$ cat src/hw/rtl/bitmap_to_tile_memory_scatter_macros.svh
// ---------------------------------------------------------------------------
// Assertion macros for the bitmap to tile memory scatter
// Clocked, reset-qualified property checks used at the end of the top level.
// ---------------------------------------------------------------------------
`ifndef BITMAP_TO_TILE_MEMORY_SCATTER_MACROS_SVH
`define BITMAP_TO_TILE_MEMORY_SCATTER_MACROS_SVH

`ifndef NO_ASSERTIONS

// Check cons in the same cycle as ante
`define BTMS_ASSERT_SAME(lbl, ante, cons, msg) \
  lbl: assert property (@(posedge clk) disable iff (!rst_n) (ante) |-> (cons)) \
    else $error(msg);

// Check cons in the cycle after ante
`define BTMS_ASSERT_NEXT(lbl, ante, cons, msg) \
  lbl: assert property (@(posedge clk) disable iff (!rst_n) (ante) |=> (cons)) \
    else $error(msg);

`else

`define BTMS_ASSERT_SAME(lbl, ante, cons, msg)
`define BTMS_ASSERT_NEXT(lbl, ante, cons, msg)

`endif

`endif

$ cat src/hw/rtl/btms_pkg.sv
// ---------------------------------------------------------------------------
// btms_pkg
// Shared constants, register indexes and types of the tile memory scatter.
// ---------------------------------------------------------------------------
`timescale 1ns / 1ps

package btms_pkg;

  // Sizing
  localparam int MAX_WIDTH        = 2048;
  localparam int MEM_ADDRESS_BITS = 22;
  localparam int DIM_LIMIT        = (MAX_WIDTH > 4095) ? 4095 : MAX_WIDTH;
  localparam int DIM_W            = 12;
  localparam int CNT_W            = $clog2(DIM_LIMIT);
  localparam int ADDR_SUM_W       = 25;
  localparam int TILE_W           = 16;
  localparam int PAGE_W           = 8;
  localparam int PIX_W            = 8;

  // Configuration port
  localparam int CFG_IDX_W  = 3;
  localparam int CFG_DATA_W = 16;

  typedef enum logic [CFG_IDX_W-1:0] {
    REG_IMAGE_WIDTH  = 3'd0,
    REG_IMAGE_HEIGHT = 3'd1,
    REG_PIXELS_4BIT  = 3'd2,
    REG_TOP_DOWN     = 3'd3,
    REG_SPRITE_MODE  = 3'd4,
    REG_FIRST_TILE   = 3'd5,
    REG_DEST_PAGE    = 3'd6
  } cfg_reg_e;

  // Register file contents
  typedef struct packed {
    logic [DIM_W-1:0]  image_width;
    logic [DIM_W-1:0]  image_height;
    logic              pixels_4bit;
    logic              top_down;
    logic              sprite_mode;
    logic [TILE_W-1:0] first_tile;
    logic [PAGE_W-1:0] dest_page;
  } cfg_t;

  localparam cfg_t CFG_RESET = '{
    image_width:  DIM_W'(256),
    image_height: DIM_W'(256),
    pixels_4bit:  1'b0,
    top_down:     1'b0,
    sprite_mode:  1'b0,
    first_tile:   '0,
    dest_page:    PAGE_W'(7)
  };

endpackage

$ cat src/hw/rtl/btms_place.sv
// ---------------------------------------------------------------------------
// btms_place
// Maps a pixel position to its byte address in 8x8 tile or 16x16 sprite
// memory layout.
// ---------------------------------------------------------------------------
`timescale 1ns / 1ps

module btms_place (
  input  logic [btms_pkg::CNT_W-1:0]            x,
  input  logic [btms_pkg::CNT_W-1:0]            y,
  input  logic [btms_pkg::DIM_W-1:0]            w,
  input  btms_pkg::cfg_t                        cfg,
  output logic [btms_pkg::MEM_ADDRESS_BITS-1:0] addr
);

  localparam int PROD_W = btms_pkg::CNT_W + btms_pkg::DIM_W;
  localparam int SUM_W  = btms_pkg::ADDR_SUM_W;
  localparam int TW     = btms_pkg::TILE_W;

  logic [btms_pkg::CNT_W-1:0] tile_row;
  logic [btms_pkg::CNT_W-1:0] tile_col;
  logic [btms_pkg::DIM_W-1:0] tiles_w;
  logic [PROD_W-1:0]          prod;
  logic [TW-1:0]              tile;
  logic [SUM_W-1:0]           offset;
  logic [SUM_W-1:0]           sum;

  // Tile coordinates: blocks of 8, or 16 for sprites
  assign tile_row = cfg.sprite_mode ? (y >> 4) : (y >> 3);
  assign tile_col = cfg.sprite_mode ? (x >> 4) : (x >> 3);
  assign tiles_w  = cfg.sprite_mode ? (w >> 4) : (w >> 3);

  // Tile number, modulo 2^16
  assign prod = PROD_W'(tile_row) * PROD_W'(tiles_w);
  assign tile = cfg.first_tile + prod[TW-1:0] + TW'(tile_col);

  // Place within the area: 256-byte lines
  always_comb begin
    if (cfg.sprite_mode) begin
      offset = SUM_W'({tile[TW-1:4], 12'b0}) + SUM_W'({tile[3:0], 4'b0})
             + SUM_W'({y[3:0], 8'b0}) + SUM_W'(x[3:0]);
    end else begin
      offset = SUM_W'({tile[TW-1:5], 11'b0}) + SUM_W'({tile[4:0], 3'b0})
             + SUM_W'({y[2:0], 8'b0}) + SUM_W'(x[2:0]);
    end
  end

  // Add page base and wrap to the memory size
  assign sum  = SUM_W'({cfg.dest_page, 14'b0}) + offset;
  assign addr = sum[btms_pkg::MEM_ADDRESS_BITS-1:0];

endmodule

$ cat src/hw/rtl/bitmap_to_tile_memory_scatter.sv
// ---------------------------------------------------------------------------
// bitmap_to_tile_memory_scatter
// Turns bitmap pixel bytes in file order into tile memory writes.
// ---------------------------------------------------------------------------
//   channel | ports                                         | direction
//   --------+-----------------------------------------------+----------
//   in      | in_valid, in_ready, in_pixel_byte             | sink
//   out     | out_valid, out_ready, out_mem_address,        | source
//           | out_pixel_value, out_last_of_item,            |
//           | out_image_done                                |
//   cfg     | cfg_we, cfg_index, cfg_data                   | sink
//
// 8-bit pixels: one byte per cycle while the output is not stalled; 4-bit
// pixels outside sprite mode: two writes per byte on the single output port.
// The first write of a byte goes from the input register through the address
// logic (one small multiply and adds) into the output register. A synchronous
// reset restores the counters, the state flags and the configuration; the data
// registers are not reset.
// A stalled output holds its write while the next byte waits in the input
// register. In 4-bit mode a byte stays in the input register for both of its
// writes, so the input also stalls while the high nibble goes out.
// ---------------------------------------------------------------------------
`timescale 1ns / 1ps
`include "bitmap_to_tile_memory_scatter_macros.svh"

module bitmap_to_tile_memory_scatter (
  input  logic                                  clk,
  input  logic                                  rst_n,
  // input channel
  input  logic                                  in_valid,
  output logic                                  in_ready,
  input  logic [btms_pkg::PIX_W-1:0]            in_pixel_byte,
  // result channel
  output logic                                  out_valid,
  input  logic                                  out_ready,
  output logic [btms_pkg::MEM_ADDRESS_BITS-1:0] out_mem_address,
  output logic [btms_pkg::PIX_W-1:0]            out_pixel_value,
  output logic                                  out_last_of_item,
  output logic                                  out_image_done,
  // configuration
  input  logic                                  cfg_we,
  input  logic [btms_pkg::CFG_IDX_W-1:0]        cfg_index,
  input  logic [btms_pkg::CFG_DATA_W-1:0]       cfg_data
);

  localparam int CW = btms_pkg::CNT_W;
  localparam int DW = btms_pkg::DIM_W;
  localparam logic [DW-1:0] LIM = DW'(btms_pkg::DIM_LIMIT);

  // Registers
  btms_pkg::cfg_t cfg_r;

  logic [CW-1:0]  col_r, col_nxt;
  logic [CW-1:0]  row_r, row_nxt;

  logic                       s1_valid_r;
  logic                       s1_half_r;
  logic                       s1_nib_r;
  logic                       s1_done_r;
  logic [btms_pkg::PIX_W-1:0] s1_byte_r;
  logic [CW-1:0]              s1_x_r;
  logic [CW-1:0]              s1_y_r;
  logic [DW-1:0]              s1_w_r;

  logic                                  out_valid_r;
  logic [btms_pkg::MEM_ADDRESS_BITS-1:0] out_addr_r;
  logic [btms_pkg::PIX_W-1:0]            out_pix_r;
  logic                                  out_last_r;
  logic                                  out_done_r;

  // Image geometry from configuration
  logic          nib;
  logic [DW-1:0] w_lim, h_lim, w_al, h_al, w_eff, h_eff, unit, row_bytes;
  logic [CW-1:0] col, row;
  logic [DW-1:0] y_full;
  logic          row_end, done;
  logic          in_accept;

  // Output side
  logic                                  out_load;
  logic                                  s1_last_beat;
  logic [CW-1:0]                         place_x;
  logic [btms_pkg::MEM_ADDRESS_BITS-1:0] place_addr;

  // Configuration writes
  always_ff @(posedge clk) begin
    if (!rst_n) begin
      cfg_r <= btms_pkg::CFG_RESET;
    end else if (cfg_we) begin
      unique case (cfg_index)
        btms_pkg::REG_IMAGE_WIDTH:  cfg_r.image_width  <= cfg_data[DW-1:0];
        btms_pkg::REG_IMAGE_HEIGHT: cfg_r.image_height <= cfg_data[DW-1:0];
        btms_pkg::REG_PIXELS_4BIT:  cfg_r.pixels_4bit  <= cfg_data[0];
        btms_pkg::REG_TOP_DOWN:     cfg_r.top_down     <= cfg_data[0];
        btms_pkg::REG_SPRITE_MODE:  cfg_r.sprite_mode  <= cfg_data[0];
        btms_pkg::REG_FIRST_TILE:   cfg_r.first_tile   <= cfg_data[btms_pkg::TILE_W-1:0];
        btms_pkg::REG_DEST_PAGE:    cfg_r.dest_page    <= cfg_data[btms_pkg::PAGE_W-1:0];
        default: ;
      endcase
    end
  end

  // Clamp and align the image size
  assign unit  = cfg_r.sprite_mode ? DW'(16) : DW'(8);
  assign w_lim = (cfg_r.image_width  > LIM) ? LIM : cfg_r.image_width;
  assign h_lim = (cfg_r.image_height > LIM) ? LIM : cfg_r.image_height;
  assign w_al  = cfg_r.sprite_mode ? {w_lim[DW-1:4], 4'b0} : {w_lim[DW-1:3], 3'b0};
  assign h_al  = cfg_r.sprite_mode ? {h_lim[DW-1:4], 4'b0} : {h_lim[DW-1:3], 3'b0};
  assign w_eff = (w_al < unit) ? unit : w_al;
  assign h_eff = (h_al < unit) ? unit : h_al;

  assign nib       = cfg_r.pixels_4bit && !cfg_r.sprite_mode;
  assign row_bytes = nib ? (w_eff >> 1) : w_eff;

  // Restart counters left out of range, then find the row and edges
  assign col     = (DW'(col_r) >= row_bytes) ? '0 : col_r;
  assign row     = (DW'(row_r) >= h_eff) ? '0 : row_r;
  assign y_full  = cfg_r.top_down ? DW'(row) : (h_eff - DW'(1) - DW'(row));
  assign row_end = (DW'(col) + DW'(1)) >= row_bytes;
  assign done    = row_end && ((DW'(row) + DW'(1)) >= h_eff);

  // Advance the column and row counters
  always_comb begin
    col_nxt = col_r;
    row_nxt = row_r;
    if (in_accept) begin
      if (row_end) begin
        col_nxt = '0;
        row_nxt = done ? '0 : row + CW'(1);
      end else begin
        col_nxt = col + CW'(1);
        row_nxt = row;
      end
    end
  end

  // Handshake
  assign s1_last_beat = !s1_nib_r || s1_half_r;
  assign out_load     = s1_valid_r && (!out_valid_r || out_ready);
  assign in_ready     = !s1_valid_r || (out_load && s1_last_beat);
  assign in_accept    = in_valid && in_ready;

  // Input register: hold one byte with its position
  always_ff @(posedge clk) begin
    if (!rst_n) begin
      col_r      <= '0;
      row_r      <= '0;
      s1_valid_r <= 1'b0;
      s1_half_r  <= 1'b0;
    end else begin
      col_r <= col_nxt;
      row_r <= row_nxt;
      if (in_accept) begin
        s1_valid_r <= 1'b1;
        s1_half_r  <= 1'b0;
      end else if (out_load && s1_last_beat) begin
        s1_valid_r <= 1'b0;
      end else if (out_load) begin
        s1_half_r <= 1'b1;
      end
    end
  end

  always_ff @(posedge clk) begin
    if (in_accept) begin
      s1_byte_r <= in_pixel_byte;
      s1_nib_r  <= nib;
      s1_done_r <= done;
      s1_x_r    <= nib ? (col << 1) : col;
      s1_y_r    <= y_full[CW-1:0];
      s1_w_r    <= w_eff;
    end
  end

  // Address of the current pixel
  assign place_x = {s1_x_r[CW-1:1], s1_x_r[0] | s1_half_r};

  btms_place u_place (
    .x    (place_x),
    .y    (s1_y_r),
    .w    (s1_w_r),
    .cfg  (cfg_r),
    .addr (place_addr)
  );

  // Output register: one write word per cycle while out_ready does not stall it
  always_ff @(posedge clk) begin
    if (!rst_n) begin
      out_valid_r <= 1'b0;
    end else if (out_load) begin
      out_valid_r <= 1'b1;
    end else if (out_ready) begin
      out_valid_r <= 1'b0;
    end
  end

  always_ff @(posedge clk) begin
    if (out_load) begin
      out_addr_r <= place_addr;
      out_last_r <= s1_last_beat;
      out_done_r <= s1_last_beat && s1_done_r;
      if (!s1_nib_r) begin
        out_pix_r <= s1_byte_r;
      end else if (s1_half_r) begin
        out_pix_r <= {4'b0, s1_byte_r[3:0]};
      end else begin
        out_pix_r <= {4'b0, s1_byte_r[7:4]};
      end
    end
  end

  assign out_valid        = out_valid_r;
  assign out_mem_address  = out_addr_r;
  assign out_pixel_value  = out_pix_r;
  assign out_last_of_item = out_last_r;
  assign out_image_done   = out_done_r;

  // Checks
  `BTMS_ASSERT_SAME(a_done_is_last, out_valid && out_image_done, out_last_of_item, "image done on a word that is not last of its byte")
  `BTMS_ASSERT_NEXT(a_low_nibble_follows, out_valid && out_ready && !out_last_of_item, out_valid, "low nibble write did not follow the high nibble")
  `BTMS_ASSERT_SAME(a_half_only_nib, s1_valid_r && s1_half_r, s1_nib_r, "second beat pending on an 8-bit pixel")
  `BTMS_ASSERT_NEXT(a_counters_wrap, in_accept && done, (col_r == '0) && (row_r == '0), "counters not cleared after the last byte of the image")

endmodule
$ cat config.mk
export PLATFORM = sky130hd
export DESIGN_NAME = bitmap_to_tile_memory_scatter
export DESIGN_NICKNAME = d
export VERILOG_FILES = /design/src/hw/rtl/btms_pkg.sv /design/src/hw/rtl/btms_place.sv /design/src/hw/rtl/bitmap_to_tile_memory_scatter.sv
export VERILOG_INCLUDE_DIRS = /design/src /design/src/hw/rtl
export SDC_FILE = /design/constraint.sdc
export NUM_CORES = 1
export LEC_CHECK = 0
export ABC_AREA = 1
export BUFFER_PORTS_ARGS = -buffer_cell sky130_fd_sc_hd__buf_4
export CAP_MARGIN = 20
export CORE_AREA = 10 10 190 192
export CTS_CLUSTER_DIAMETER = 150
export DETAILED_ROUTE_END_ITERATION = 7
export DIE_AREA = 0 0 200 202
export PLACE_DENSITY_LB_ADDON = 0.3
export SETUP_SLACK_MARGIN = 0.05
export SYNTH_ARGS = -nofsm -noshare
export SYNTH_HDL_FRONTEND = slang
export SYNTH_SLANG_ARGS = --single-unit
export TNS_END_PERCENT = 20
$ cat constraint.sdc
create_clock -name clk -period 14.6 [get_ports clk]
set_input_delay 0.73 -clock clk [delete_from_list [all_inputs] [get_ports clk]]
set_output_delay 0.73 -clock clk [all_outputs]
set_load 0.05 [all_outputs]
=== Word level (Yosys, flattened, before mapping) ===
Index checks and enable logic that the tools add are counted.

* Register bits after elaboration: 152
* Input port bits: 32
* Output and inout bits: 34

* Add/subtract/negate cells: 15
* Multiply operators: 1
* Order comparisons: 8
* Equality and inequality tests: 6
* Muxes and demuxes: 25
* Bitwise logic cells: 3
* Reduce and logical (&&, ||, !) cells: 25

{| class="wikitable"
|+ Operators with widths
! cell !! count
|-
| two-way mux 11 bit || 7
|-
| two-way mux 12 bit || 5
|-
| adder 22 x 8 -> 22 bit || 2
|-
| adder 11 x 1 -> 12 bit, second input constant || 2
|-
| >= comparator 11 x 12 -> 1 bit || 2
|-
| >= comparator 12 bit || 2
|-
| greater-than comparator 12 bit, second input constant || 2
|-
| < comparator 12 x 5 -> 1 bit || 2
|-
| two-way mux 8 bit || 3
|-
| adder 11 x 1 -> 11 bit, second input constant || 2
|-
| adder 22 x 11 -> 22 bit || 1
|-
| adder 22 x 12 -> 22 bit || 1
|-
| adder 22 bit || 1
|-
| adder 22 x 3 -> 22 bit || 1
|-
| adder 22 x 4 -> 22 bit || 1
|-
| two-way mux 22 bit || 1
|-
| adder 16 bit || 1
|-
| adder 16 x 8 -> 16 bit || 1
|-
| multiplier 11 x 12 -> 16 bit || 1
|-
| AND reduction 2 bit || 8
|-
| two-way mux 4 bit || 3
|-
| subtractor 11 x 1 -> 11 bit, second input constant || 1
|-
| subtractor 11 bit || 1
|-
| == test 3 bit, second input constant || 3
|-
| other kinds (13) || 29
|}

=== Depth between registers and ports, before layout ===
* Depth after elaboration: 13
* Depth in mapped cells: 37

=== By module ===
From an unflattened synthesis, not the netlist that was laid out.

* Cells, all modules: 1451
* Area, all modules: 11409.7 um^2

{| class="wikitable"
|+ By module, submodules not included
! module !! instances !! cells each !! area each (um^2) !! seq. area each (um^2)
|-
| bitmap_to_tile_memory_scatter || 1 || 897 || 7557.2 || 3713.6
|-
| btms_place || 1 || 554 || 3852.4 || 0.0
|}

=== Least setup slack after synthesis ===
OpenSTA, ideal clock, no wires.

* Path type: register -> register
* Start: register cfg_r[24] (netlist name)
* End: register out_addr_r, in the netlist out_mem_address[21] (data pin)
* Data arrival time: 6.237 ns
* Data required time: 14.347 ns
* Slack: 8.110 ns
* Stages on the path, launching flop included: 29
* Path buffers: 3
* Clock period less this slack: 6.490 ns
* Path through: dfxtp_1 > buf_4 > inv_2 > clkbuf_1 > clkbuf_1 > o21ai_1 > or2_2 > fa_1 > fa_1 > inv_1 > fa_1 > fa_1 > fa_1 > ha_1 > a21oi_1 > o21ai_0 > a21o_1 > a31oi_1 > xor2_1 > o21ai_0 > ha_1 > a21oi_1 > nand2_1 > nand4_1 > o211ai_1 > xor2_1 > inv_1 > nand3_1 > nand2_1

* Longest elaborated chain between the ends: 9
* Elaborated cells on any way between the ends: 14
* Classes of those cells: 9 x add/sub; 1 x mul; 4 x mux

{| class="wikitable"
|+ Ends and longest elaborated chain
! what !! RTL line !! RTL
|-
| from (decl) || bitmap_to_tile_memory_scatter.sv:51 || <nowiki>btms_pkg::cfg_t cfg_r;</nowiki>
|-
| from (signal assigned) || bitmap_to_tile_memory_scatter.sv:88 || <nowiki>cfg_r <= btms_pkg::CFG_RESET;</nowiki>
|-
| two-way mux 8 bit or two-way mux 9 bit (tied branches) || btms_place.sv:29, btms_place.sv:31 ||
|-
| multiplier 11 x 12 -> 16 bit || btms_place.sv:34 || <nowiki>assign prod = PROD_W'(tile_row) * PROD_W'(tiles_w);</nowiki>
|-
| adder 16 bit || btms_place.sv:35 || <nowiki>assign tile = cfg.first_tile + prod[TW-1:0] + TW'(tile_col);</nowiki>
|-
| adder 16 x 8 -> 16 bit || btms_place.sv:35 ||
|-
| adder 22 x 8 -> 22 bit, on equally long branches || btms_place.sv:43, btms_place.sv:40 ||
|-
| adder 22 x 11 -> 22 bit or adder 22 x 12 -> 22 bit (tied branches) || btms_place.sv:44, btms_place.sv:41 ||
|-
| adder 22 x 3 -> 22 bit or adder 22 x 4 -> 22 bit (tied branches) || btms_place.sv:44, btms_place.sv:41 ||
|-
| two-way mux 22 bit * || btms_place.sv:39 || <nowiki>if (cfg.sprite_mode) begin</nowiki>
|-
| adder 22 bit * || btms_place.sv:49 || <nowiki>assign sum = SUM_W'({cfg.dest_page, 14'b0}) + offset;</nowiki>
|-
| via place_addr (one bit) || bitmap_to_tile_memory_scatter.sv:83 || <nowiki>logic [btms_pkg::MEM_ADDRESS_BITS-1:0] place_addr;</nowiki>
|-
| to (signal assigned) || bitmap_to_tile_memory_scatter.sv:199 || <nowiki>out_addr_r <= place_addr;</nowiki>
|-
| to (decl) || bitmap_to_tile_memory_scatter.sv:66 || <nowiki>logic [btms_pkg::MEM_ADDRESS_BITS-1:0] out_addr_r;</nowiki>
|}

Mark *: on every way through the listed nets, which the timed path passes. The rest lies on a longest branch.
A chain may end at the register's enable or synchronous reset.

=== Worst setup path in the final report ===
Ends and elaborated chain as after synthesis.

==> impl_metrics.json <==
{
  "synth_cells": 1367,
  "hold_violations": 0,
  "timing.rr.start": "cfg_r[24]$_SDFFE_PN0P_",
  "start_util_pct": 34.3,
  "synth_compound_area_share_pct": 11.1,
  "finalClockSkew_ps": 13.0,
  "worst_slew_pin_slew_ps": 797,
  "cts.htree.levels": 4,
  "path_class": "flop to flop",
  "via_count": 9056,
  "worstPathArrival_ps": 7050,
  "synth_seq_cells": 149,
  "final_util_pct": 39.2,
  "crit_path_end_kind": "flop",
  "grt.overflow.total": 0,
  "diodes": 0,
  "drive_above_1_share_pct": 10.9,
  "die_x_um": 200,
  "gp_congestion": 0.954,
  "cts_tree": "done",
  "worstSetupEndpoint": "out_mem_address[21]$_DFFE_PP_",
  "viasPerCell": 4.82,
  "holdWs_ps": 423,
  "synth_top_family_by_area": "adder cells",
  "wl_per_cell_um": 15.7,
  "synth.area.mux_share_pct": 0,
  "rows": 66,
  "relSlewSlack_pct": 46.6,
  "wl_um": 29600,
  "synth_cell_types": 48,
  "grt_pass1_vias": 9052,
  "clockBufferDepth": 2,
  "yosysSeqAreaShare_pct": 33.5,
  "rr_worst_depth": 25,
  "crit_start": "cfg_r[24]$_SDFFE_PN0P_",
  "fin_nets": 1617,
  "clk_pin_slew_ps": 70,
  "synth-async-reset-ratio_pct": 0,
  "core_area_um2": 32300,
  "hold_buffers": 0,
  "cts_sinks": 149,
  "min_path_type": "flop to flop",
  "chipHeight_um": 202,
  "synth_nets": 1560,
  "io_pins": 66,
  "p_leak_nw": 5.85,
  "regToRegEndpoint": "out_mem_address[21]$_DFFE_PP_",
  "max_freq_mhz": 145,
  "cp.required_ps": 14780,
  "dr.pass1.iters": 5,
  "cts_root_buf": "clkbuf_16",
  "post-route-drc-count": 0,
  "insertion_delay_ps": 430,
  "synthAdderAreaFrac_pct": 22.4,
  "cts_made_buffers": 17,
  "grt_max_degree": 54,
  "setup_tns_ps": 0,
  "rrSetupSlack_ps": 7720,
  "antenna_found_initial": 0,
  "ant_nets": 0,
  "synth-simple-area-share_pct": 21.8,
  "drtIter0Drc": 743,
  "synth_area_um2": 11100,
  "drv_slew": 0,
  "synth-edff-count": 73,
  "maxCapViolCount": 0,
  "powerDensity_nw_per_um2": 204,
  "die-area_um2": 40400,
  "cts.repair.resized": 0,
  "vdd_drop_max_mv": 0.268,
  "portBuffers": 65,
  "syn_area_per_cell_um2": 8.11,
  "grt_usage_pct": 15.0,
  "ys.warnings.count": 0,
  "cp-start-kind": "flop",
  "fin_crit_sh_pct": 47.1,
  "synthToLayoutAreaGrowth_pct": 14.0,
  "postCtsSetupBuffers": 0,
  "outcome": "finished clean",
  "grt_first_pass_wirelength_um": 47800,
  "synth_xor_area_share_pct": 2.75,
  "rsz0062_at_grt": "no",
  "setup_viol": 0,
  "path_max_fanout": 38,
  "hpwlAfterDp_um": 23500,
  "synthFlopType": "dfxtp_1",
  "finalCriticalPeriod_ps": 6880
}
-- how the worst min path moves through the flow --
stage	start	to	slack, ps	cells past startpoint
after floorplan	s1_y_r[2]$_DFFE_PP_	out_mem_address[10]$_DFFE_PP_	400	0
after detailed placement	s1_x_r[1]$_DFFE_PP_	out_mem_address[1]$_DFFE_PP_	410	0
after global placement	s1_y_r[2]$_DFFE_PP_	out_mem_address[10]$_DFFE_PP_	400	0
after global routing	s1_y_r[1]$_DFFE_PP_	out_mem_address[9]$_DFFE_PP_	430	0
final	s1_y_r[1]$_DFFE_PP_	out_mem_address[9]$_DFFE_PP_	420	0
after CTS	s1_y_r[1]$_DFFE_PP_	out_mem_address[9]$_DFFE_PP_	420	0
-- metal layers --
layer | up-vias | track usage (%) | wire (µm)
li1 | 4542 | - | -
met1 | 4266 | 19.5 | 13300
met2 | 216 | 24.4 | 14200
met3 | 32 | 2.86 | 1420
met4 | 0 | 4.63 | 638
met5 | - | 0 | 0
-- placed cells by master (no fill, tap or decap), types with 5 or more instances in the layout --
| cell | count |
|---|---|
| o211ai_1 | 6 |
| a21oi_1 | 80 |
| nand3_1 | 46 |
| nor3_1 | 6 |
| clkbuf_16 | 17 |
| or2_2 | 13 |
| xor2_1 | 24 |
| xnor2_1 | 9 |
| nand2_2 | 5 |
| nor2_1 | 151 |
| nand4_1 | 17 |
| o21ai_0 | 120 |
| edfxtp_1 | 73 |
| dfxtp_1 | 75 |
| inv_2 | 6 |
| nand2_1 | 272 |
| buf_4 | 67 |
| inv_1 | 207 |
| fa_1 | 63 |
| nor2_2 | 7 |
| o21ai_1 | 7 |
| ha_1 | 98 |
-- Yosys cell counts (3+ instances only) --
| master | number | area, µm² |
|---|---|---|
| nand3_1 | 46 | 230 |
| nor2_4 | 3 | 33.8 |
| nor2_1 | 152 | 571 |
| nor3_1 | 6 | 30.0 |
| a31oi_1 | 3 | 18.8 |
| clkbuf_1 | 27 | 101 |
| nor2_2 | 7 | 43.8 |
| o21ai_1 | 7 | 35.0 |
| nand3_2 | 3 | 30.0 |
| a21oi_1 | 81 | 405 |
| fa_1 | 63 | 1260 |
| nand2_4 | 4 | 45.0 |
| o22ai_1 | 3 | 18.8 |
| xor2_1 | 24 | 210 |
| xnor2_1 | 9 | 78.8 |
| o211ai_1 | 6 | 45.0 |
| inv_2 | 6 | 22.5 |
| edfxtp_1 | 73 | 2190 |
| nand2_2 | 5 | 31.3 |
| nand2_1 | 272 | 1020 |
| o21ai_0 | 120 | 601 |
| inv_1 | 207 | 777 |
| dfxtp_1 | 76 | 1520 |
| nor4_1 | 3 | 18.8 |
| ha_1 | 98 | 1230 |
| clkinv_1 | 3 | 11.3 |
| and2_1 | 3 | 18.8 |
| or2_2 | 13 | 81.3 |
| nand4_1 | 17 | 106 |
-- sequential cells by signal, summed over array words and instances (netlist names) --
register / flops
cfg_r: 51
out_mem_address: 22
col_r: 11
row_r: 11
s1_x_r: 11
s1_y_r: 11
s1_w_r: 9
out_pixel_value: 8
s1_byte_r: 8
out_image_done: 1
out_last_of_item: 1
out_valid: 1
s1_done_r: 1
s1_half_r: 1
s1_nib_r: 1
s1_valid_r: 1
-- final cells by class --
cell class / instances / area [µm²]
Fill cell: 3285 / 19600
Timing Repair Buffer: 68 / 523
Tap cell: 442 / 553
Clock buffer: 17 / 425
Multi-Input combinational cell: 972 / 6470
Clock inverter: 15 / 148
Inverter: 216 / 811
Sequential cell: 149 / 3710
-- worst max-delay path: stages (launching register included) --
cell      delay (ps)
dfxtp_2          320
inv_2            470
o21ai_1          340
or2_2            390
fa_1             490
fa_1             500
inv_1             60
fa_1             510
fa_1             520
fa_1             490
ha_1             360
a21oi_1          150
o21ai_0          130
a21o_1           200
a31oi_1          170
xor2_1           190
o21ai_0          110
ha_1             360
a21oi_1          160
nand2_1          110
nand4_1           90
o211ai_1         110
xor2_1           180
inv_1             60
nand3_1           80
nand2_1           50
-- where the power goes --
group	leakage [nW]	total (W)	internal [W]	switching, W
Combinational	4.26	0.00157	0.000588	0.000986
Clock	0.274	0.000437	0.000240	0.000197
Sequential	1.31	0.000572	0.000554	0.0000182
Total	5.85	0.00258	0.00138	0.00120
-- per-stage QoR --
step / instance area [µm²] / total power [W] / setup slack, ps / std cells
after floorplan: 11100 / 0.00172 / 8110 / 1367
after global placement: 12100 / 0.00214 / 7820 / 1846
after detailed placement: 12100 / 0.00215 / 7730 / 1846
after CTS: 12600 / 0.00260 / 7710 / 1878
after global routing: 12600 / 0.00284 / 7030 / 1879
final: 12600 / 0.00258 / 7720 / 1879
-- cell families after synthesis --
kind of cell / after synthesis
and+or+nand+nor: 544
buffers and inverters: 246
DFF: 149
xor gates and xnor gates: 34
AOI/OAI and AO/OA: 233
adders and majority gates: 161
No activity file was read; power rests on OpenSTA's default activity.
